File: config.mk
export PLATFORM = sky130hd
export DESIGN_NAME = csra_alu
export DESIGN_NICKNAME = d
export VERILOG_FILES = /design/src/sv/csra_pkg.sv /design/src/sv/csra_alu.sv
export SDC_FILE = /design/constraint.sdc
export NUM_CORES = 1
export LEC_CHECK = 0
export BUFFER_PORTS_ARGS = -buffer_cell sky130_fd_sc_hd__buf_2
export CORE_ASPECT_RATIO = 0.5
export CORE_MARGIN = 2
export CORE_UTILIZATION = 45
export DETAILED_ROUTE_END_ITERATION = 8
export GPL_ROUTABILITY_DRIVEN = 0
export PLACE_DENSITY = 0.79
export SLEW_MARGIN = 25
export SYNTH_ARGS = -nofsm -noshare
export SYNTH_HDL_FRONTEND = slang
export SYNTH_SLANG_ARGS = --single-unit
File: constraint.sdc
create_clock -name vclk -period 3.7
set_input_delay 0.185 -clock vclk [all_inputs]
set_output_delay 0.185 -clock vclk [all_outputs]
set_load 0.02 [all_outputs]
File: src/sv/csra_pkg.sv
// Shared types, field widths and codes for the adjacency store.
package csra_pkg;

   // Payload field widths.
   localparam int FUNC_W   = 3;
   localparam int NODE_W   = 31;
   localparam int POS_W    = 12;
   localparam int VALUE_W  = 32;
   localparam int STATUS_W = 2;
   localparam int CSR_W    = 32;

   // Width of the shared adder; wide enough for any node difference or pointer sum.
   localparam int ALU_W = 34;

   // Operation codes.
   localparam logic [FUNC_W-1:0] FN_ADD      = 3'd0;
   localparam logic [FUNC_W-1:0] FN_FINISH   = 3'd1;
   localparam logic [FUNC_W-1:0] FN_DEGREE   = 3'd2;
   localparam logic [FUNC_W-1:0] FN_CONTAINS = 3'd3;
   localparam logic [FUNC_W-1:0] FN_EDGE_AT  = 3'd4;

   // Status codes.
   localparam logic [STATUS_W-1:0] ST_OK    = 2'd0;
   localparam logic [STATUS_W-1:0] ST_RANGE = 2'd1;
   localparam logic [STATUS_W-1:0] ST_FULL  = 2'd2;

   // Value reported for an invalid node or index, and the reset of min_node.
   localparam logic [VALUE_W-1:0] VAL_INVALID    = 32'hFFFF_FFFF;
   localparam logic [CSR_W-1:0]   MIN_NODE_RESET = 32'hFFFF_FFFF;

   typedef enum logic {
      ALU_ADD = 1'b0,
      ALU_SUB = 1'b1
   } alu_op_type;

   // Request to the shared adder.
   typedef struct packed {
      alu_op_type       op;
      logic [ALU_W-1:0] a;
      logic [ALU_W-1:0] b;
   } alu_req_type;

   // Answer of the shared adder.
   typedef struct packed {
      logic [ALU_W-1:0] res;
      logic             neg;
   } alu_rsp_type;

endpackage

File: src/sv/csra_alu.sv
// Shared adder/subtractor used by the sequencer for every count and address and for the address-bound compares.
module csra_alu (
   input  csra_pkg::alu_req_type req,
   output csra_pkg::alu_rsp_type rsp
);

   logic [csra_pkg::ALU_W-1:0] b_eff;
   logic                       carry;

   // Subtraction adds the inverted operand plus one.
   always_comb begin
      case (req.op)
         csra_pkg::ALU_SUB: begin
            b_eff = ~req.b;
            carry = 1'b1;
         end
         default: begin
            b_eff = req.b;
            carry = 1'b0;
         end
      endcase
      rsp.res = req.a + b_eff + csra_pkg::ALU_W'(carry);
      rsp.neg = rsp.res[csra_pkg::ALU_W-1];
   end

endmodule

==> results.toml <==
[run_status]
status = "complete, no violations"

[global_route]
grt_usage_pct = 21.9
antenna_found_initial = 0
grt_pass1_wl_um = 9640
grt_pass1_vias = 2228
grt_max_degree = 23
overflow = 0

[detailed_routing]
via_per_inst = 5.66
finalWirelength_um = 6020
wl_per_cell_um = 13.7
drc = 0
dr.pass1.iters = 4
vias = 2481
detail-route-antenna-nets = 0
drt_iter0_drc = 87

[yosys]
synthesis.area_mm2 = 0.00212
synth_area_leaders = "xor2_1 (19%), ha_1 (19%), xnor2_1 (8.3%)"
synth_top_area_share_pct = 19.4
synth_cell_types = 45
syn_area_per_cell_um2 = 7.36
yosysTopAreaCell = "xor2_1"
ys.warnings.count = 0
synthCells = 288
ys_seq_area_share_pct = 0
ys_top_cells_by_count = "xor2_1 (47), a21oi_1 (33), ha_1 (32)"
synth_most_common_cell = "xor2_1"
syn_nets = 390

[power_and_ir_drop]
p_seq_share_pct = 0
ir_worst_vdd_uv = 166
clock_power_share_pct = 0
p_leak_nw = 1.35
cellPowerDensity_mw_per_mm2 = 330
power.share.combinational_pct = 100.0
switching_power_uw = 543
p_int_uw = 337
switching_share_pct = 61.7

[final_layout]
seq_cells = 0
nClkBuffers = 0
nets = 485
syn_to_final_growth_pct = 25.8
layout-drive-gt1-share_pct = 30.2
regArea_um2 = 0
n_antenna_cell = 0
nFillCells = 446

[floorplanning]
die_area_mm2 = 0.00531
core_mm2 = 0.00447
fp.dieW_um = 101
chipHeight_um = 52.5
start_util_pct = 47.5
row_count = 17
io_pins = 104

[worst_setup_path]
cp.arrival_ps = 3100
start_kind = "input pin"
crit_required_ps = 3510
critPathMaxFanout = 22
endpoint_kind = "output port"
critPathKind = "in -> out"

[sta]
worstMarginPinSlew_ps = 625
rsz0062_at_grt = "false"
finalCritPeriodShare_pct = 88.8
maxSlewViolCount = 0
hold_violations = 0
setup_tns_ps = 0
setup_viol = 0
max_slew_margin_pct = 58.3
setup_ws_ps = 415
finalCriticalPeriod_ps = 3290
fmax_mhz = 304

[clock_network]
hold_buffers = 0
postCtsSetupBuffers = 0
cts_resized = 0

[job]
drv_cap = 0

[place]
hpwl_um = 5120
numPortBuffers = 104
pre_cts_ws_ps = 404

[min_path]
hp-class = "in -> out"
-- critical path, stage by stage --
cell      delay, ps
buf_2           490
xor2_1          210
fa_1            460
a21oi_1         210
o21ai_1         150
a311o_1         430
o21a_1          230
a31oi_4         280
o21bai_1        130
xor2_1          140
buf_2           180
-- through the flow --
stage	cell area, um2	cells	util [%]	power [mW]	hold slack, ps
floorplan	2120	288	-	0.632	494
global placement	2670	438	59.7	0.855	672
detailed placement	2670	438	59.7	0.874	678
CTS	2670	438	59.7	0.878	678
global route	2670	438	59.7	0.956	689
finish	2670	438	59.7	0.880	674
-- path summary, 6_finish.rpt --
| check | from | to | slack (ps) | cells past startpoint |
|---|---|---|---|---|
| worst max-delay path | req[68] | rsp[25] | 410 | 11 |
| worst min-delay path | req[34] | rsp[1] | 670 | 3 |
-- power groups by stage --
stage	Clock [mW]	Sequential, mW	Combinational (mW)
floorplan	0	0	0.632
global placement	0	0	0.855
detailed placement	0	0	0.874
CTS	0	0	0.878
global route	0	0	0.956
finish	0	0	0.880
-- layout by cell type, fill, tap and decap left out, drive strengths merged --
| master | n |
|---|---|
| a221oi | 3 |
| a21o | 13 |
| a211oi | 1 |
| nor3 | 3 |
| o221ai | 2 |
| o21bai | 8 |
| o21a | 3 |
| and4 | 2 |
| nor4 | 1 |
| nor2 | 12 |
| a311o | 1 |
| inv | 6 |
| xor2 | 47 |
| buf | 105 |
| a32oi | 1 |
| nand4 | 6 |
| a211o | 1 |
| nand2 | 29 |
| and3 | 5 |
| xnor2 | 20 |
| a41oi | 1 |
| a31oi | 6 |
| ha | 32 |
| a21oi | 34 |
| nand3 | 3 |
| o32ai | 1 |
| o31ai | 2 |
| o41ai | 2 |
| mux2i | 1 |
| fa | 1 |
| and2 | 5 |
| a21boi | 1 |
| a311oi | 1 |
| o211ai | 5 |
| o21ai | 17 |
-- per-layer routing --
layer	share of wire, %	up-vias	global-route usage, %
li1	-	1250	-
met2	49	76	39.6
met4	0.37	0	2.93
met3	4.8	4	0.533
met5	0	-	0
met1	46	1151	30.0
-- area by class of cell --
| type | instances | area, um2 | area share [%] |
|---|---|---|---|
| well taps | 57 | 71.3 | 2.67 |
| multi-input cells | 270 | 2050 | 76.7 |
| inverters | 6 | 22.5 | 0.844 |
| repair buffers | 105 | 528 | 19.8 |
-- kinds of logic after synthesis --
group	count (synthesis)	synth area share, %
compound gates	103	33.6
mux	1	0.472
simple gates	66	15.0
buf+inv	18	3.48
fa+ha+maj	33	19.8
xor+xnor	67	27.7
Power figures use the tool's default switching activity.
