## src/sv/csra_pkg.sv

```systemverilog
// Shared types, field widths and codes for the adjacency store.
package csra_pkg;

   // Payload field widths.
   localparam int FUNC_W   = 3;
   localparam int NODE_W   = 31;
   localparam int POS_W    = 12;
   localparam int VALUE_W  = 32;
   localparam int STATUS_W = 2;
   localparam int CSR_W    = 32;

   // Width of the shared adder; wide enough for any node difference or pointer sum.
   localparam int ALU_W = 34;

   // Operation codes.
   localparam logic [FUNC_W-1:0] FN_ADD      = 3'd0;
   localparam logic [FUNC_W-1:0] FN_FINISH   = 3'd1;
   localparam logic [FUNC_W-1:0] FN_DEGREE   = 3'd2;
   localparam logic [FUNC_W-1:0] FN_CONTAINS = 3'd3;
   localparam logic [FUNC_W-1:0] FN_EDGE_AT  = 3'd4;

   // Status codes.
   localparam logic [STATUS_W-1:0] ST_OK    = 2'd0;
   localparam logic [STATUS_W-1:0] ST_RANGE = 2'd1;
   localparam logic [STATUS_W-1:0] ST_FULL  = 2'd2;

   // Value reported for an invalid node or index, and the reset of min_node.
   localparam logic [VALUE_W-1:0] VAL_INVALID    = 32'hFFFF_FFFF;
   localparam logic [CSR_W-1:0]   MIN_NODE_RESET = 32'hFFFF_FFFF;

   typedef enum logic {
      ALU_ADD = 1'b0,
      ALU_SUB = 1'b1
   } alu_op_type;

   // Request to the shared adder.
   typedef struct packed {
      alu_op_type       op;
      logic [ALU_W-1:0] a;
      logic [ALU_W-1:0] b;
   } alu_req_type;

   // Answer of the shared adder.
   typedef struct packed {
      logic [ALU_W-1:0] res;
      logic             neg;
   } alu_rsp_type;

endpackage

```

## src/sv/csra_ifs.sv

```systemverilog
// Channel interfaces of the adjacency store: request, response and register write.

// Request channel: one operation per transfer.
interface csra_req_if;
   logic                          valid;
   logic                          ready;
   logic [csra_pkg::FUNC_W-1:0]   func;
   logic [csra_pkg::NODE_W-1:0]   node_id;
   logic [csra_pkg::NODE_W-1:0]   target_id;
   logic [csra_pkg::POS_W-1:0]    position;

   modport source (output valid, func, node_id, target_id, position, input ready);
   modport sink   (input valid, func, node_id, target_id, position, output ready);
endinterface

// Response channel: one result per request.
interface csra_rsp_if;
   logic                          valid;
   logic                          ready;
   logic [csra_pkg::VALUE_W-1:0]  value;
   logic                          found;
   logic [csra_pkg::STATUS_W-1:0] status;

   modport source (output valid, value, found, status, input ready);
   modport sink   (input valid, value, found, status, output ready);
endinterface


```

## src/sv/csra_ctrl.sv

```systemverilog
// Sequencer of the adjacency store: decodes requests and steps the shared adder.
module csra_ctrl #(
   parameter int MAX_NODES = 1024,
   parameter int MAX_EDGES = 4096,
   localparam int RW  = $clog2(MAX_NODES + 2),
   localparam int PIW = $clog2(MAX_NODES + 1),
   localparam int EW  = $clog2(MAX_EDGES + 1),
   localparam int EIW = $clog2(MAX_EDGES)
) (
   input  logic                          clock,
   input  logic                          reset,
   csra_req_if.sink                      req_bus,
   csra_rsp_if.source                    rsp_bus,
   input  logic [csra_pkg::CSR_W-1:0]    min_node,
   output csra_pkg::alu_req_type         alu_req,
   input  csra_pkg::alu_rsp_type         alu_rsp,
   output logic                          ptr_wr_en,
   output logic [PIW-1:0]                ptr_wr_addr,
   output logic [EW-1:0]                 ptr_wr_data,
   output logic                          ptr_rd_en,
   output logic [PIW-1:0]                ptr_rd_addr,
   input  logic [EW-1:0]                 ptr_rd_data,
   output logic                          edge_wr_en,
   output logic [EIW-1:0]                edge_wr_addr,
   output logic [csra_pkg::NODE_W-1:0]   edge_wr_data,
   output logic                          edge_rd_en,
   output logic [EIW-1:0]                edge_rd_addr,
   input  logic [csra_pkg::NODE_W-1:0]   edge_rd_data
);

   // Address register wide enough for a row start plus the largest offset.
   localparam int AW = ((EW > csra_pkg::POS_W) ? EW : csra_pkg::POS_W) + 1;

   typedef enum logic [15:0] {
      S_IDLE     = 16'b0000_0000_0000_0001,
      S_ROWIDX   = 16'b0000_0000_0000_0010,
      S_DISPATCH = 16'b0000_0000_0000_0100,
      S_FILL     = 16'b0000_0000_0000_1000,
      S_APPEND   = 16'b0000_0000_0001_0000,
      S_CLOSE    = 16'b0000_0000_0010_0000,
      S_RDA      = 16'b0000_0000_0100_0000,
      S_RDB      = 16'b0000_0000_1000_0000,
      S_RDC      = 16'b0000_0001_0000_0000,
      S_DIFF     = 16'b0000_0010_0000_0000,
      S_ADDR     = 16'b0000_0100_0000_0000,
      S_ECHK     = 16'b0000_1000_0000_0000,
      S_EDATA    = 16'b0001_0000_0000_0000,
      S_SCAN_CHK = 16'b0010_0000_0000_0000,
      S_SCAN_CMP = 16'b0100_0000_0000_0000,
      S_RESP     = 16'b1000_0000_0000_0000
   } state_type;

   state_type                      state_ff, state_in;
   logic [csra_pkg::FUNC_W-1:0]    func_ff, func_in;
   logic [csra_pkg::NODE_W-1:0]    node_ff, node_in;
   logic [csra_pkg::NODE_W-1:0]    target_ff, target_in;
   logic [csra_pkg::POS_W-1:0]     pos_ff, pos_in;
   logic [csra_pkg::ALU_W-1:0]     r_ff, r_in;
   logic [RW-1:0]                  row_count_ff, row_count_in;
   logic [EW-1:0]                  edge_count_ff, edge_count_in;
   logic [EW-1:0]                  start_ff, start_in;
   logic [EW-1:0]                  end_ff, end_in;
   logic [AW-1:0]                  a_ff, a_in;
   logic [csra_pkg::VALUE_W-1:0]   val_ff, val_in;
   logic                           fnd_ff, fnd_in;
   logic [csra_pkg::STATUS_W-1:0]  st_ff, st_in;
   logic                           rsp_valid_ff, rsp_valid_in;
   logic [csra_pkg::VALUE_W-1:0]   rsp_value_ff, rsp_value_in;
   logic                           rsp_found_ff, rsp_found_in;
   logic [csra_pkg::STATUS_W-1:0]  rsp_status_ff, rsp_status_in;

   logic          r_neg;
   logic          r_small;
   logic [RW-1:0] r_lo;
   logic          r_lt_rc;
   logic          r_closed;
   logic          r_in_cap;
   logic          edges_full;
   logic          rows_full;

   // Row index checks against the pointer count and the node capacity, and the store-full flags.
   assign r_neg      = r_ff[csra_pkg::ALU_W-1];
   assign r_small    = (r_ff[csra_pkg::ALU_W-1:RW] == '0);
   assign r_lo       = r_ff[RW-1:0];
   assign r_lt_rc    = r_small && (r_lo < row_count_ff);
   assign r_closed   = r_small && (({1'b0, r_lo} + (RW+1)'(1)) < {1'b0, row_count_ff});
   assign r_in_cap   = r_small && (r_lo < RW'(MAX_NODES));
   assign edges_full = (edge_count_ff >= EW'(MAX_EDGES));
   assign rows_full  = (row_count_ff >= RW'(MAX_NODES + 1));

   // Handshake outputs.
   assign req_bus.ready  = (state_ff == S_IDLE);
   assign rsp_bus.valid  = rsp_valid_ff;
   assign rsp_bus.value  = rsp_value_ff;
   assign rsp_bus.found  = rsp_found_ff;
   assign rsp_bus.status = rsp_status_ff;

   // Sequencer: next state, adder operands and memory strobes.
   always_comb begin
      state_in      = state_ff;
      func_in       = func_ff;
      node_in       = node_ff;
      target_in     = target_ff;
      pos_in        = pos_ff;
      r_in          = r_ff;
      row_count_in  = row_count_ff;
      edge_count_in = edge_count_ff;
      start_in      = start_ff;
      end_in        = end_ff;
      a_in          = a_ff;
      val_in        = val_ff;
      fnd_in        = fnd_ff;
      st_in         = st_ff;
      rsp_value_in  = rsp_value_ff;
      rsp_found_in  = rsp_found_ff;
      rsp_status_in = rsp_status_ff;
      rsp_valid_in  = rsp_valid_ff && !rsp_bus.ready;

      alu_req.op = csra_pkg::ALU_ADD;
      alu_req.a  = '0;
      alu_req.b  = '0;

      ptr_wr_en    = 1'b0;
      ptr_wr_addr  = row_count_ff[PIW-1:0];
      ptr_wr_data  = edge_count_ff;
      ptr_rd_en    = 1'b0;
      ptr_rd_addr  = r_lo[PIW-1:0];
      edge_wr_en   = 1'b0;
      edge_wr_addr = edge_count_ff[EIW-1:0];
      edge_wr_data = target_ff;
      edge_rd_en   = 1'b0;
      edge_rd_addr = a_ff[EIW-1:0];

      unique case (state_ff)
         S_IDLE: begin
            if (req_bus.valid) begin
               func_in   = req_bus.func;
               node_in   = req_bus.node_id;
               target_in = req_bus.target_id;
               pos_in    = req_bus.position;
               state_in  = S_ROWIDX;
            end
         end
         S_ROWIDX: begin
            // Row index is node_id minus min_node, as a signed value.
            alu_req.op = csra_pkg::ALU_SUB;
            alu_req.a  = csra_pkg::ALU_W'(node_ff);
            alu_req.b  = csra_pkg::ALU_W'(signed'(min_node));
            r_in       = alu_rsp.res;
            val_in     = '0;
            fnd_in     = 1'b0;
            st_in      = csra_pkg::ST_OK;
            state_in   = S_DISPATCH;
         end
         S_DISPATCH: begin
            unique case (func_ff) inside
               csra_pkg::FN_ADD: begin
                  if (edges_full) begin
                     st_in    = csra_pkg::ST_FULL;
                     state_in = S_RESP;
                  end else if (!r_neg && !r_lt_rc) begin
                     if (!r_in_cap) begin
                        st_in    = csra_pkg::ST_FULL;
                        state_in = S_RESP;
                     end else begin
                        state_in = S_FILL;
                     end
                  end else begin
                     state_in = S_APPEND;
                  end
               end
               csra_pkg::FN_FINISH: begin
                  if (rows_full) begin
                     st_in    = csra_pkg::ST_FULL;
                     state_in = S_RESP;
                  end else begin
                     state_in = S_CLOSE;
                  end
               end
               csra_pkg::FN_DEGREE, csra_pkg::FN_CONTAINS: begin
                  if (!r_closed) begin
                     val_in   = csra_pkg::VAL_INVALID;
                     st_in    = csra_pkg::ST_RANGE;
                     state_in = S_RESP;
                  end else begin
                     state_in = S_RDA;
                  end
               end
               csra_pkg::FN_EDGE_AT: begin
                  if (r_neg || !r_lt_rc) begin
                     val_in   = csra_pkg::VAL_INVALID;
                     st_in    = csra_pkg::ST_RANGE;
                     state_in = S_RESP;
                  end else begin
                     state_in = S_RDA;
                  end
               end
               default: begin
                  state_in = S_RESP;
               end
            endcase
         end
         S_FILL: begin
            // One row-start pointer per cycle until the source row exists.
            ptr_wr_en    = 1'b1;
            alu_req.a    = csra_pkg::ALU_W'(row_count_ff);
            alu_req.b    = csra_pkg::ALU_W'(1);
            row_count_in = alu_rsp.res[RW-1:0];
            if (row_count_ff == r_lo) begin
               state_in = S_APPEND;
            end
         end
         S_APPEND: begin
            edge_wr_en    = 1'b1;
            alu_req.a     = csra_pkg::ALU_W'(edge_count_ff);
            alu_req.b     = csra_pkg::ALU_W'(1);
            edge_count_in = alu_rsp.res[EW-1:0];
            state_in      = S_RESP;
         end
         S_CLOSE: begin
            ptr_wr_en    = 1'b1;
            alu_req.a    = csra_pkg::ALU_W'(row_count_ff);
            alu_req.b    = csra_pkg::ALU_W'(1);
            row_count_in = alu_rsp.res[RW-1:0];
            state_in     = S_RESP;
         end
         S_RDA: begin
            ptr_rd_en = 1'b1;
            state_in  = S_RDB;
         end
         S_RDB: begin
            // Row start arrives; fetch the next pointer unless only the start is needed.
            start_in = ptr_rd_data;
            if (func_ff == csra_pkg::FN_EDGE_AT) begin
               state_in = S_ADDR;
            end else begin
               alu_req.a   = r_ff;
               alu_req.b   = csra_pkg::ALU_W'(1);
               ptr_rd_en   = 1'b1;
               ptr_rd_addr = alu_rsp.res[PIW-1:0];
               state_in    = S_RDC;
            end
         end
         S_RDC: begin
            end_in = ptr_rd_data;
            a_in   = AW'(start_ff);
            if (func_ff == csra_pkg::FN_DEGREE) begin
               state_in = S_DIFF;
            end else begin
               state_in = S_SCAN_CHK;
            end
         end
         S_DIFF: begin
            alu_req.op = csra_pkg::ALU_SUB;
            alu_req.a  = csra_pkg::ALU_W'(end_ff);
            alu_req.b  = csra_pkg::ALU_W'(start_ff);
            val_in     = alu_rsp.res[csra_pkg::VALUE_W-1:0];
            state_in   = S_RESP;
         end
         S_ADDR: begin
            alu_req.a = csra_pkg::ALU_W'(start_ff);
            alu_req.b = csra_pkg::ALU_W'(pos_ff);
            a_in      = alu_rsp.res[AW-1:0];
            state_in  = S_ECHK;
         end
         S_ECHK: begin
            // The address must lie below the edge count.
            alu_req.op = csra_pkg::ALU_SUB;
            alu_req.a  = csra_pkg::ALU_W'(a_ff);
            alu_req.b  = csra_pkg::ALU_W'(edge_count_ff);
            if (!alu_rsp.neg) begin
               val_in   = csra_pkg::VAL_INVALID;
               st_in    = csra_pkg::ST_RANGE;
               state_in = S_RESP;
            end else begin
               edge_rd_en = 1'b1;
               state_in   = S_EDATA;
            end
         end
         S_EDATA: begin
            val_in   = csra_pkg::VALUE_W'(edge_rd_data);
            state_in = S_RESP;
         end
         S_SCAN_CHK: begin
            // Stop at the row end, otherwise read the next neighbor.
            alu_req.op = csra_pkg::ALU_SUB;
            alu_req.a  = csra_pkg::ALU_W'(a_ff);
            alu_req.b  = csra_pkg::ALU_W'(end_ff);
            if (!alu_rsp.neg) begin
               state_in = S_RESP;
            end else begin
               edge_rd_en = 1'b1;
               state_in   = S_SCAN_CMP;
            end
         end
         S_SCAN_CMP: begin
            if (edge_rd_data == target_ff) begin
               fnd_in   = 1'b1;
               state_in = S_RESP;
            end else begin
               alu_req.a = csra_pkg::ALU_W'(a_ff);
               alu_req.b = csra_pkg::ALU_W'(1);
               a_in      = alu_rsp.res[AW-1:0];
               state_in  = S_SCAN_CHK;
            end
         end
         S_RESP: begin
            // Move the result into the output register once it is free.
            if (!rsp_valid_ff || rsp_bus.ready) begin
               rsp_valid_in  = 1'b1;
               rsp_value_in  = val_ff;
               rsp_found_in  = fnd_ff;
               rsp_status_in = st_ff;
               state_in      = S_IDLE;
            end
         end
         default: begin
            state_in = S_IDLE;
         end
      endcase
   end

   // Control state.
   always_ff @(posedge clock) begin
      if (reset) begin
         state_ff      <= S_IDLE;
         row_count_ff  <= '0;
         edge_count_ff <= '0;
         rsp_valid_ff  <= 1'b0;
      end else begin
         state_ff      <= state_in;
         row_count_ff  <= row_count_in;
         edge_count_ff <= edge_count_in;
         rsp_valid_ff  <= rsp_valid_in;
      end
   end

   // Payload and working registers.
   always_ff @(posedge clock) begin
      func_ff       <= func_in;
      node_ff       <= node_in;
      target_ff     <= target_in;
      pos_ff        <= pos_in;
      r_ff          <= r_in;
      start_ff      <= start_in;
      end_ff        <= end_in;
      a_ff          <= a_in;
      val_ff        <= val_in;
      fnd_ff        <= fnd_in;
      st_ff         <= st_in;
      rsp_value_ff  <= rsp_value_in;
      rsp_found_ff  <= rsp_found_in;
      rsp_status_ff <= rsp_status_in;
   end

endmodule

```

## src/flat_wrapper.sv

```systemverilog
// flat-port wrapper written by rule: the top's interface ports become plain ports
module csra_ctrl_flat 
#(
   parameter int MAX_NODES = 1024,
   parameter int MAX_EDGES = 4096,
   localparam int RW  = $clog2(MAX_NODES + 2),
   localparam int PIW = $clog2(MAX_NODES + 1),
   localparam int EW  = $clog2(MAX_EDGES + 1),
   localparam int EIW = $clog2(MAX_EDGES)
)
  (clock, reset, min_node, alu_req, alu_rsp, ptr_wr_en, ptr_wr_addr, ptr_wr_data, ptr_rd_en, ptr_rd_addr, ptr_rd_data, edge_wr_en, edge_wr_addr, edge_wr_data, edge_rd_en, edge_rd_addr, edge_rd_data, req_bus_valid, req_bus_func, req_bus_node_id, req_bus_target_id, req_bus_position, req_bus_ready, rsp_bus_valid, rsp_bus_value, rsp_bus_found, rsp_bus_status, rsp_bus_ready);
  csra_req_if req_bus_i ();
  csra_rsp_if rsp_bus_i ();
  input  logic clock;
  input  logic reset;
  input  logic [csra_pkg::CSR_W-1:0] min_node;
  output csra_pkg::alu_req_type alu_req;
  input  csra_pkg::alu_rsp_type alu_rsp;
  output logic ptr_wr_en;
  output logic [PIW-1:0] ptr_wr_addr;
  output logic [EW-1:0] ptr_wr_data;
  output logic ptr_rd_en;
  output logic [PIW-1:0] ptr_rd_addr;
  input  logic [EW-1:0] ptr_rd_data;
  output logic edge_wr_en;
  output logic [EIW-1:0] edge_wr_addr;
  output logic [csra_pkg::NODE_W-1:0] edge_wr_data;
  output logic edge_rd_en;
  output logic [EIW-1:0] edge_rd_addr;
  input  logic [csra_pkg::NODE_W-1:0] edge_rd_data;
  input wire logic [$bits(req_bus_i.valid)-1:0] req_bus_valid;
  input wire logic [$bits(req_bus_i.func)-1:0] req_bus_func;
  input wire logic [$bits(req_bus_i.node_id)-1:0] req_bus_node_id;
  input wire logic [$bits(req_bus_i.target_id)-1:0] req_bus_target_id;
  input wire logic [$bits(req_bus_i.position)-1:0] req_bus_position;
  output wire logic [$bits(req_bus_i.ready)-1:0] req_bus_ready;
  output wire logic [$bits(rsp_bus_i.valid)-1:0] rsp_bus_valid;
  output wire logic [$bits(rsp_bus_i.value)-1:0] rsp_bus_value;
  output wire logic [$bits(rsp_bus_i.found)-1:0] rsp_bus_found;
  output wire logic [$bits(rsp_bus_i.status)-1:0] rsp_bus_status;
  input wire logic [$bits(rsp_bus_i.ready)-1:0] rsp_bus_ready;
  assign req_bus_i.valid = req_bus_valid;
  assign req_bus_i.func = req_bus_func;
  assign req_bus_i.node_id = req_bus_node_id;
  assign req_bus_i.target_id = req_bus_target_id;
  assign req_bus_i.position = req_bus_position;
  assign req_bus_ready = req_bus_i.ready;
  assign rsp_bus_valid = rsp_bus_i.valid;
  assign rsp_bus_value = rsp_bus_i.value;
  assign rsp_bus_found = rsp_bus_i.found;
  assign rsp_bus_status = rsp_bus_i.status;
  assign rsp_bus_i.ready = rsp_bus_ready;
  csra_ctrl #(.MAX_NODES(MAX_NODES), .MAX_EDGES(MAX_EDGES)) u_core (.clock(clock), .reset(reset), .req_bus(req_bus_i), .rsp_bus(rsp_bus_i), .min_node(min_node), .alu_req(alu_req), .alu_rsp(alu_rsp), .ptr_wr_en(ptr_wr_en), .ptr_wr_addr(ptr_wr_addr), .ptr_wr_data(ptr_wr_data), .ptr_rd_en(ptr_rd_en), .ptr_rd_addr(ptr_rd_addr), .ptr_rd_data(ptr_rd_data), .edge_wr_en(edge_wr_en), .edge_wr_addr(edge_wr_addr), .edge_wr_data(edge_wr_data), .edge_rd_en(edge_rd_en), .edge_rd_addr(edge_rd_addr), .edge_rd_data(edge_rd_data));
endmodule
```

## config.mk

```make
export PLATFORM = sky130hd
export DESIGN_NAME = csra_ctrl_flat
export DESIGN_NICKNAME = d
export VERILOG_FILES = /design/src/sv/csra_pkg.sv /design/src/sv/csra_ifs.sv /design/src/sv/csra_ctrl.sv /design/src/flat_wrapper.sv
export SDC_FILE = /design/constraint.sdc
export NUM_CORES = 1
export LEC_CHECK = 0
export ABC_AREA = 1
export ABC_CLOCK_PERIOD_IN_PS = 6090
export BUFFER_PORTS_ARGS = -buffer_cell sky130_fd_sc_hd__clkbuf_2
export CORE_MARGIN = 2
export CORE_UTILIZATION = 35
export DETAILED_ROUTE_END_ITERATION = 10
export HOLD_SLACK_MARGIN = 0.05
export PLACE_DENSITY = 0.67
export SLEW_MARGIN = 20
export SYNTH_ARGS = -nofsm -noshare
export SYNTH_HDL_FRONTEND = slang
export SYNTH_SLANG_ARGS = --single-unit
```

## constraint.sdc

```tcl
create_clock -name clock -period 6.09 [get_ports clock]
set_input_delay 0.609 -clock clock [delete_from_list [all_inputs] [get_ports clock]]
set_output_delay 0.609 -clock clock [all_outputs]
set_load 0.02 [all_outputs]
```

==> impl_metrics.csv, run 1 <==
group,metric,value,unit
outcome,status,"finished, final reports clean",
drt,first_pass_iters,7,
setup_path,crit_type,"flip-flop to output pin",
logic_synthesis,synthTopCellsByArea,"edfxtp_1 (55%), dfxtp_1 (6.8%), inv_1 (4.7%), nand2_1 (3.9%), nor2_1 (3.2%)",
floorplan,start_util,0.353,
logic_synthesis,synth_top_area_frac,0.547,
setup_path,crit_buf_inv,2,
cts,cts_setup_buffers,0,
layout,final_util,0.447,
setup_path,endpoint_kind,"output pin",
logic_synthesis,synth_top_family_by_area,"simple AND/OR/NAND/NOR gates",
grt,grt.total_usage,0.226,
grt,antenna_found_initial,1,
floorplan,die_w,190,um
cts,numCtsBuffers,29,
layout,multi_input_area,0.00368,mm2
logic_synthesis,async_reset_ff_frac,0,
setup_path,cp.arrival,3700,ps
layout,stdcell_area,0.0154,mm2
sta,rsz0062_at_grt,"false",
grt,gr-total-overflow,0,
logic_synthesis,synth_xor_area_frac,0.0267,
sta,max_slew_margin,0.345,
logic_synthesis,synth_area_leader_cell,"edfxtp_1",
layout,final_common_cell,"clkbuf_2",
logic_synthesis,synthSimpleGateAreaFrac,0.126,
drt,drc,0,
layout,final_cell_mix,"clkbuf_2 (391), edfxtp_1 (221), inv_1 (150), nand2_1 (127), nor2_1 (101)",
floorplan,core,0.0344,mm2
layout,nFillCells,3259,
power_and_ir_drop,p_per_area,302,mW/mm2
placement,gp_congestion,0.877,
sta,drv_slew,0,
floorplan,io_pins,392,
cts,tritoncts,"yes",
sta,fmax,0.232,GHz
cts,path_clk_slew,60,ps
drt,drt_iter0_markers,883,
logic_synthesis,synth_warnings,0,
setup_path,crit_path_top_delay_cell,"inv_2",
grt,grt_pass1_wl,60200,um
logic_synthesis,syn_avg_cell_area,11.0,um2
cts,cts_hold_buffers,0,
setup_path,critPathMaxStageDelay,630,ps
sta,finalHoldViolCount,0,
power_and_ir_drop,ir_drop,210,uV
worst_hold_path,hp-class,"input pin to flip-flop",
setup_path,worstPathMaxFanout,33,
sta,worst_pin_slew,980,ps
drt,via_per_inst,5.14,
drt,vias,9992,
logic_synthesis,synth_nets,1321,
layout,areaGrowthSynthToFinish,26.5,%
cts,cts_root_buffer,"clkbuf_16",
layout,regArea,0.00746,mm2
setup_path,worstSetupStartpointType,"flip-flop",
placement,hpwlAfterDp,32700,um
logic_synthesis,ys_types,48,
flow_run,drv_cap,0,
sta,timing.setup.tns,0,ps
floorplan,dieArea,0.0362,mm2
drt,wl_per_cell,21.9,um
setup_path,crit_chain,"nor2_1 > nand2_2 > nor2_8 > nand2_4 > nor2_4 > nand2_2 > inv_2 > a22oi_1 > o2111ai_1 > clkbuf_2",
setup_path,crit_top_cell,"nand2_2",
logic_synthesis,synth_flop_cell,"edfxtp_1",
cts,clockBufferDepth,3,
layout,antenna_cells,0,
setup_path,worstPathRequired,5480,ps
sta,finClkSkew,9.90,ps
layout,fin_nets,1681,
power_and_ir_drop,power.leakage,6.61,nW
floorplan,rows,68,
sta,min_period_over_period,0.708,
sta,min_period,4310,ps
logic_synthesis,netlist_instances,1106,
logic_synthesis,ys_seq_area_frac,0.614,
grt,grt_pass1_vias,9412,
layout,final_layout_size_suffix_gt1_frac,0.335,
floorplan,die_y,190,um
logic_synthesis,synth_area,0.0121,mm2
sta,setup_viol,0,
grt,grt_max_degree,48,
logic_synthesis,synth_edf_count,221,
setup_path,critPathTopFamily,"simple AND/OR/NAND/NOR gates",
cts,clk_latency,570,ps
placement,port_buffers,391,
drt,ant_nets,0,
logic_synthesis,synth_fa_ha_area_frac,0.0237,
placement,place_area,0.0143,mm2
logic_synthesis,synthMuxAreaShare,0,
cts,cts_resized,0,
logic_synthesis,ys_ff_latch,262,
cts,htreeDepth,1,
cts,clock_sinks,262,
logic_synthesis,synth_compound_area_frac,0.125,
drt,totalWireLength,42500,um
## logic make-up after synthesis
kind of cell | count (synthesis)
simple gates | 331
flops | 262
buf+inv | 229
compound gates | 224
xor+xnor | 37
fa+ha+maj | 23
## power by group
| group | switching (mW) | leakage (nW) | internal, mW |
|---|---|---|---|
| clock network | 0.762 | 0.510 | 1.11 |
| registers | 0.0739 | 2.36 | 2.11 |
| logic | 0.393 | 3.74 | 0.186 |
| total | 1.23 | 6.61 | 3.41 |
## final timing paths
kind / from / to / slack (ps) / cells past startpoint
max: u_core.state_ff[9]$_SDFFE_PP0P_ / alu_req[42] / 1780 / 10
min: req_bus_node_id[18] / u_core.node_ff[18]$_DFFE_PP_ / 210 / 1
max reg2reg: u_core.state_ff[2]$_SDFFE_PP0P_ / u_core.val_ff[29]$_DFFE_PP_ / 2330 / 10
min reg2reg: u_core.val_ff[8]$_DFFE_PP_ / u_core.rsp_bus.value[8]$_DFFE_PP_ / 420 / 0
## layer usage
layer	GRT usage	part of all wire	vias to the layer above
met5	0	0	-
met4	0.0707	0.026	0
met3	0.0412	0.088	67
met2	0.359	0.46	575
met1	0.315	0.43	4750
li1	-	-	4600
## synthesized netlist by cell type (3+ instances only)
cell type and instances:
edfxtp_1 221, inv_1 151, nand2_1 127, nor2_1 103
o21ai_0 54, a21oi_1 43, dfxtp_1 41, buf_4 32
nand3_1 25, ha_1 23, xor2_1 21, buf_2 20
nor3_1 20, a221o_1 19, nand2_2 17, xnor2_1 16
clkbuf_1 13, o211ai_1 13, o22ai_1 13, a22oi_1 12
o221ai_1 12, a221oi_1 11, nand4_1 11, o2111ai_1 11
a22o_1 10, inv_2 10, o21ai_1 10, nor2_2 6
a211oi_1 4, a41oi_1 4, nand2_4 4, nand3_2 4
a32o_1 3, nor4_1 3
## flip-flops by register name, indices dropped and copies added, names as in the netlist
register / cells
u_core.func_ff: 3
u_core.fnd_ff: 1
u_core.state_ff: 16
u_core.end_ff: 13
u_core.node_ff: 31
u_core.rsp_bus.status: 2
u_core.edge_wr_data: 31
u_core.st_ff: 2
u_core.ptr_wr_data: 13
u_core.a_ff: 14
u_core.ptr_wr_addr: 11
u_core.val_ff: 32
u_core.rsp_bus.value: 32
u_core.start_ff: 13
u_core.r_ff: 34
u_core.rsp_bus.valid: 1
u_core.pos_ff: 12
u_core.rsp_bus.found: 1
## metrics by stage
stage / std cells / hold WS, ps / power, mW / worst slack [ps]
2_1_floorplan: 1106 / 400 / 2.55 / 1480
3_3_place_gp: 1889 / 401 / 2.79 / 2410
3_5_place_dp: 1889 / 405 / 2.80 / 2310
4_1_cts: 1943 / 189 / 4.67 / 1720
5_1_grt: 1944 / 194 / 4.79 / 1490
6_report: 1944 / 214 / 4.64 / 1780
## cell type report
cell class	instances	share of cell area
Multi-Input combinational cell	615	0.240
Sequential cell	262	0.486
Tap cell	455	0.0371
Timing Repair Buffer	397	0.131
Clock inverter	21	0.0151
Inverter	161	0.0394
Clock buffer	33	0.0517
Power figures use the tool's default switching activity.
==> inputs of run 2 (changes only) <==
ABC_CLOCK_PERIOD_IN_PS = 4300   (was 6090)
clock period = 4.3 ns   (was 6.09 ns; I/O delays follow)
==> impl_metrics.csv, run 2 (synthesis results as in run 1) <==
group,metric,value,unit
drt,vias,10263,
layout,regArea,0.00746,mm2
drt,wl_met2,20200,um
cts,clockBufferDepth,3,
floorplan,start_util,0.353,
sta,timing.setup.tns,0,ps
cts,cts_resized,0,
setup_path,worstPathRequired,3870,ps
drt,via_per_inst,5.01,
drt,first_pass_iters,5,
layout,multi_input_area,0.00368,mm2
power_and_ir_drop,p_sw_frac,0.262,
sta,fmax,0.267,GHz
drt,ant_nets,0,
sta,finClkSkew,15.1,ps
worst_hold_path,hp-class,"input pin to flip-flop",
cts,cts_root_buffer,"clkbuf_16",
sta,setup_viol,0,
sta,rsz0062_at_grt,"false",
grt,grt_pass1_wl,62000,um
power_and_ir_drop,p_int,4.86,mW
setup_path,worstPathMaxFanout,42,
grt,gr-total-overflow,0,
floorplan,die_y,190,um
power_and_ir_drop,power.leakage,7.02,nW
setup_path,worstSetupStartpointType,"flip-flop",
drt,wl_met1,18600,um
layout,areaGrowthSynthToFinish,34.5,%
cts,numCtsBuffers,29,
grt,antenna_found_initial,3,
floorplan,dieArea,0.0362,mm2
sta,min_period_over_period,0.870,
power_and_ir_drop,p_per_area,404,mW/mm2
drt,drc,0,
placement,gp_congestion,0.912,
power_and_ir_drop,finalPower,6.59,mW
drt,drt_iter0_markers,829,
layout,fin_cells,2049,
layout,final_layout_size_suffix_gt1_frac,0.315,
setup_path,crit_type,"flip-flop to output pin",
sta,finalHoldViolCount,0,
power_and_ir_drop,ir_drop,321,uV
outcome,status,"finished, final reports clean",
drt,totalWireLength,43300,um
cts,tritoncts,"yes",
layout,fin_nets,1783,
drt,wl_met3,3250,um
floorplan,io_pins,392,
cts,path_clk_slew,60,ps
power_and_ir_drop,pwr-share-seq,0.468,
setup_path,cp.arrival,3310,ps
cts,htreeDepth,1,
grt,grt.total_usage,0.231,
floorplan,rows,68,
cts,clk_latency,570,ps
floorplan,core,0.0344,mm2
layout,final_util,0.475,
power_and_ir_drop,pwr-share-comb,0.140,
layout,final_common_cell,"clkbuf_2",
grt,grt_pass1_vias,9893,
floorplan,die_w,190,um
power_and_ir_drop,clock_power_share,0.392,
sta,min_period,3740,ps
cts,clock_sinks,262,
placement,hpwlAfterDp,32500,um
layout,nFillCells,3177,
grt,grt_max_degree,44,
placement,dp.cells,1899,
setup_path,endpoint_kind,"output pin",
drt,topRoutingLayerUsed,"met4",
flow_run,drv_cap,0,
layout,final_cell_mix,"clkbuf_2 (391), edfxtp_1 (221), inv_1 (150), nand2_1 (127), nor2_1 (101)",
sta,worst_pin_slew,991,ps
sta,max_slew_margin,0.339,
placement,port_buffers,391,
sta,drv_slew,0,
cts,cts_setup_buffers,0,
drt,wl_per_cell,21.1,um
layout,largest-register,"u_core.r_ff",
power_and_ir_drop,p_switching,1.73,mW
layout,largest_reg_flops,34,
-- run 2: cell count changes in the layout (fill, tap and decap cells not counted), sizes merged --
| cell | delta |
|---|---|
| clkinvlp | -1 |
| diode | +3 |
| buf | +10 |
| inv | -2 |
| clkinv | -1 |
| dlygate4sd3 | +92 |
| bufinv | +1 |
| clkbuf | +3 |
-- run 2: worst paths after layout --
kind                                   startpoint                                  to  slack, ps  depth (start not counted)
setup / recovery  u_core.state_ff[4]$_SDFFE_PP0P_                         alu_req[64]        560                          9
hold / removal                    req_bus_func[1]         u_core.func_ff[1]$_DFFE_PP_         60                          1
setup reg to reg         u_core.r_ff[1]$_DFFE_PP_          u_core.val_ff[2]$_DFFE_PP_        900                         17
hold reg to reg       u_core.val_ff[10]$_DFFE_PP_  u_core.rsp_bus.value[10]$_DFFE_PP_        420                          0
-- run 2: what timing repair did --
item | 4_1_cts | 5_1_grt
setup endpoints to repair | 0 | 0
hold buffers | 92 | 0
hold endpoints to repair | 99 | 0
-- run 2: power groups by stage --
stage | logic (mW) | clock network [mW] | registers, mW
finish | 0.922 | 2.59 | 3.08
global route | 0.993 | 2.72 | 3.10
CTS | 0.922 | 2.61 | 3.08
detailed placement | 0.852 | 0 | 3.13
global placement | 0.841 | 0 | 3.13
floorplan | 0.433 | 0 | 3.17
-- run 2: layer usage --
metal  global-route usage  vias to the layer above
met1                0.315                     4894
met3               0.0346                       69
met2                0.383                      500
li1                     -                     4800
met4               0.0674                        0
met5                    0                        -
-- run 2: critical path, stage by stage (launching register included) --
cell and delay [ps]:
dfxtp_1 340, nor2_2 160, nand2_2 140, nor2_1 150, nand2_2 270, inv_2 790
buf_4 420, nand2_1 80, o21ai_0 110, clkbuf_2 210
-- run 2: layout make-up --
type | count | share of cell area
antenna | 3 | 0.000460
clock buffer | 36 | 0.0461
clock inverter | 18 | 0.0141
inverter | 161 | 0.0370
multi-input combinational | 615 | 0.225
sequential | 262 | 0.457
tap | 455 | 0.0349
timing repair buffer | 499 | 0.185
-- run 2: through the flow --
| step | hold WS [ps] | setup slack, ps | instance area (um2) |
|---|---|---|---|
| finish | 58.3 | 561 | 16300 |
| global route | 50.2 | 400 | 16300 |
| CTS | 50.7 | 576 | 16300 |
| detailed placement | 405 | 952 | 14400 |
| global placement | 400 | 985 | 14400 |
| floorplan | 400 | 717 | 12100 |
==> inputs of run 3 (changes only) <==
PLACE_DENSITY = 0.64   (was 0.67)
==> impl_metrics.csv, run 3 (synthesis results as in run 1) <==
group,metric,value,unit
layout,antenna_cells,0,
sta,worst_slack,700,ps
drt,ant_nets,0,
layout,areaGrowthSynthToFinish,32.2,%
drt,drt_iter0_markers,879,
placement,dp_slack,1130,ps
setup_path,reg2reg_from,"u_core.r_ff[2]$_DFFE_PP_",
floorplan,rows,68,
cts,htreeDepth,1,
floorplan,core,0.0344,mm2
worst_hold_path,min-delay-start,"req_bus_target_id[3]",
floorplan,start_util,0.353,
floorplan,die_y,190,um
floorplan,die_w,190,um
cts,numCtsBuffers,29,
power_and_ir_drop,ir_drop,357,uV
cts,path_clk_slew,60,ps
setup_path,cp.arrival,3170,ps
sta,timing.hold.ws,75.8,ps
sta,min_period,3600,ps
worst_hold_path,hp-class,"input pin to flip-flop",
setup_path,critPathTopFamily,"buffers and inverters",
layout,largest_reg_flops,34,
grt,grt_pass1_vias,9825,
setup_path,endpoint_kind,"output pin",
setup_path,worstPathMaxFanout,37,
layout,final_cell_mix,"clkbuf_2 (391), edfxtp_1 (221), inv_1 (150), nand2_1 (127), nor2_1 (101)",
setup_path,crit_top_cell,"nand2_2",
drt,vias,10199,
sta,finClkSkew,35.4,ps
floorplan,dieArea,0.0362,mm2
cts,cts_resized,0,
layout,largest-register,"u_core.r_ff",
grt,grt.total_usage,0.229,
setup_path,crit_buf_inv,4,
floorplan,io_pins,392,
setup_path,worstPathRequired,3870,ps
drt,totalWireLength,42600,um
drt,wl_per_cell,21.0,um
setup_path,worstSetupStartpointType,"flip-flop",
worst_hold_path,holdPathStages,1,
sta,drv_slew,0,
grt,grt_pass1_wl,61600,um
placement,hpwlAfterDp,32100,um
layout,fin_nets,1765,
setup_path,critPathMaxStageDelay,710,ps
placement,port_buffers,391,
sta,worst_pin_slew,905,ps
cts,tritoncts,"yes",
layout,final_common_cell,"clkbuf_2",
sta,rsz0062_at_grt,"false",
sta,timing.setup.tns,0,ps
worst_hold_path,hold_path_end,"u_core.edge_wr_data[3]$_DFFE_PP_",
outcome,status,"finished, final reports clean",
drt,first_pass_iters,5,
sta,fmax,0.278,GHz
grt,grt_max_degree,78,
setup_path,crit_chain,"nor2_1 > nand2_2 > nor2_8 > nand2_2 > inv_2 > buf_12 > buf_4 > a32o_1 > clkbuf_2",
cts,clockBufferDepth,3,
setup_path,crit_type,"flip-flop to output pin",
sta,setup_viol,0,
drt,via_per_inst,5.03,
setup_path,crit_path_top_delay_cell,"inv_2",
grt,gr-total-overflow,0,
drt,drc,0,
placement,gp_congestion,0.951,
cts,clk_latency,570,ps
flow_run,drv_cap,0,
power_and_ir_drop,finalPower,6.29,mW
setup_path,rr_worst_depth,16,
layout,final_layout_size_suffix_gt1_frac,0.314,
sta,finalHoldViolCount,0,
sta,min_period_over_period,0.837,
setup_path,r2r_setup_slack,1090,ps
grt,antenna_found_initial,1,
cts,cts_root_buffer,"clkbuf_16",
sta,max_slew_margin,0.396,
setup_path,reg2reg_to,"u_core.val_ff[23]$_DFFE_PP_",
cts,clock_sinks,262,
power_and_ir_drop,power.leakage,6.88,nW
power_and_ir_drop,p_per_area,392,mW/mm2
run 3: cell types whose count changed in the layout (fill, tap and decap cells not counted), sizes merged:
cell,previous run,this run
dlygate4sd3,92,78
buf,16,12
bufinv,5,1
clkinvlp,0,3
diode,3,0
clkbuf,427,428
inv,163,162
run 3: power breakdown:
part	switching [mW]	internal [mW]
registers	0.0958	2.98
logic	0.587	0.331
clock network	1.00	1.29
total	1.68	4.61
run 3: metal layers:
| metal | track usage | vias to the layer above | share of wire |
|---|---|---|---|
| li1 | - | 4752 | - |
| met1 | 0.318 | 4921 | 0.44 |
| met2 | 0.373 | 446 | 0.46 |
| met3 | 0.0274 | 80 | 0.065 |
| met4 | 0.0730 | 0 | 0.035 |
| met5 | 0 | - | 0 |
run 3: worst reg2reg max path, stage by stage (launching register included):
cell and delay (ps):
edfxtp_1 480, nand2_1 80, nor2_1 240, inv_1 100, nor2_1 200, xor2_1 100
ha_1 300, nand2_1 50, inv_1 60, nand3_1 60, a21oi_1 140, nand2_1 70
nand4_1 120, o22ai_1 90, nand2_1 120, nor3b_4 170, buf_4 410
run 3: worst max-delay path by stage:
stage | startpoint | slack, ps | depth (start not counted) | end
3_3_place_gp | u_core.r_ff[0]$_DFFE_PP_ | 1200 | 17 | u_core.val_ff[23]$_DFFE_PP_
3_5_place_dp | u_core.state_ff[0]$_SDFFE_PP1P_ | 1130 | 11 | u_core.val_ff[23]$_DFFE_PP_
5_1_grt | u_core.state_ff[10]$_SDFFE_PP0P_ | 460 | 9 | alu_req[45]
4_1_cts | u_core.state_ff[10]$_SDFFE_PP0P_ | 670 | 9 | alu_req[62]
2_1_floorplan | u_core.r_ff[0]$_DFFE_PP_ | 720 | 16 | u_core.val_ff[0]$_DFFE_PP_
6_report | u_core.state_ff[10]$_SDFFE_PP0P_ | 700 | 9 | alu_req[62]
run 3: area by class of cell:
type,instances,area (um2)
fillers,3237,18300
flip-flops and latches,262,7460
multi-input cells,615,3680
repair buffers,481,2870
clock buffers,37,756
inverters,161,604
well taps,455,569
clock inverters,16,108
run 3: per-stage QoR:
step / area, um2 / std cells / util
finish: 16000 / 2027 / 0.467
global route: 16000 / 2027 / 0.467
CTS: 16000 / 2025 / 0.465
detailed placement: 14400 / 1894 / 0.418
global placement: 14400 / 1894 / 0.418
floorplan: 12100 / 1106 / -
run 3: what timing repair did:
| action | CTS | global route |
|---|---|---|
| hold endpoints to repair | 86 | 0 |
| hold buffers | 78 | 0 |
| setup buffers | 0 | 0 |
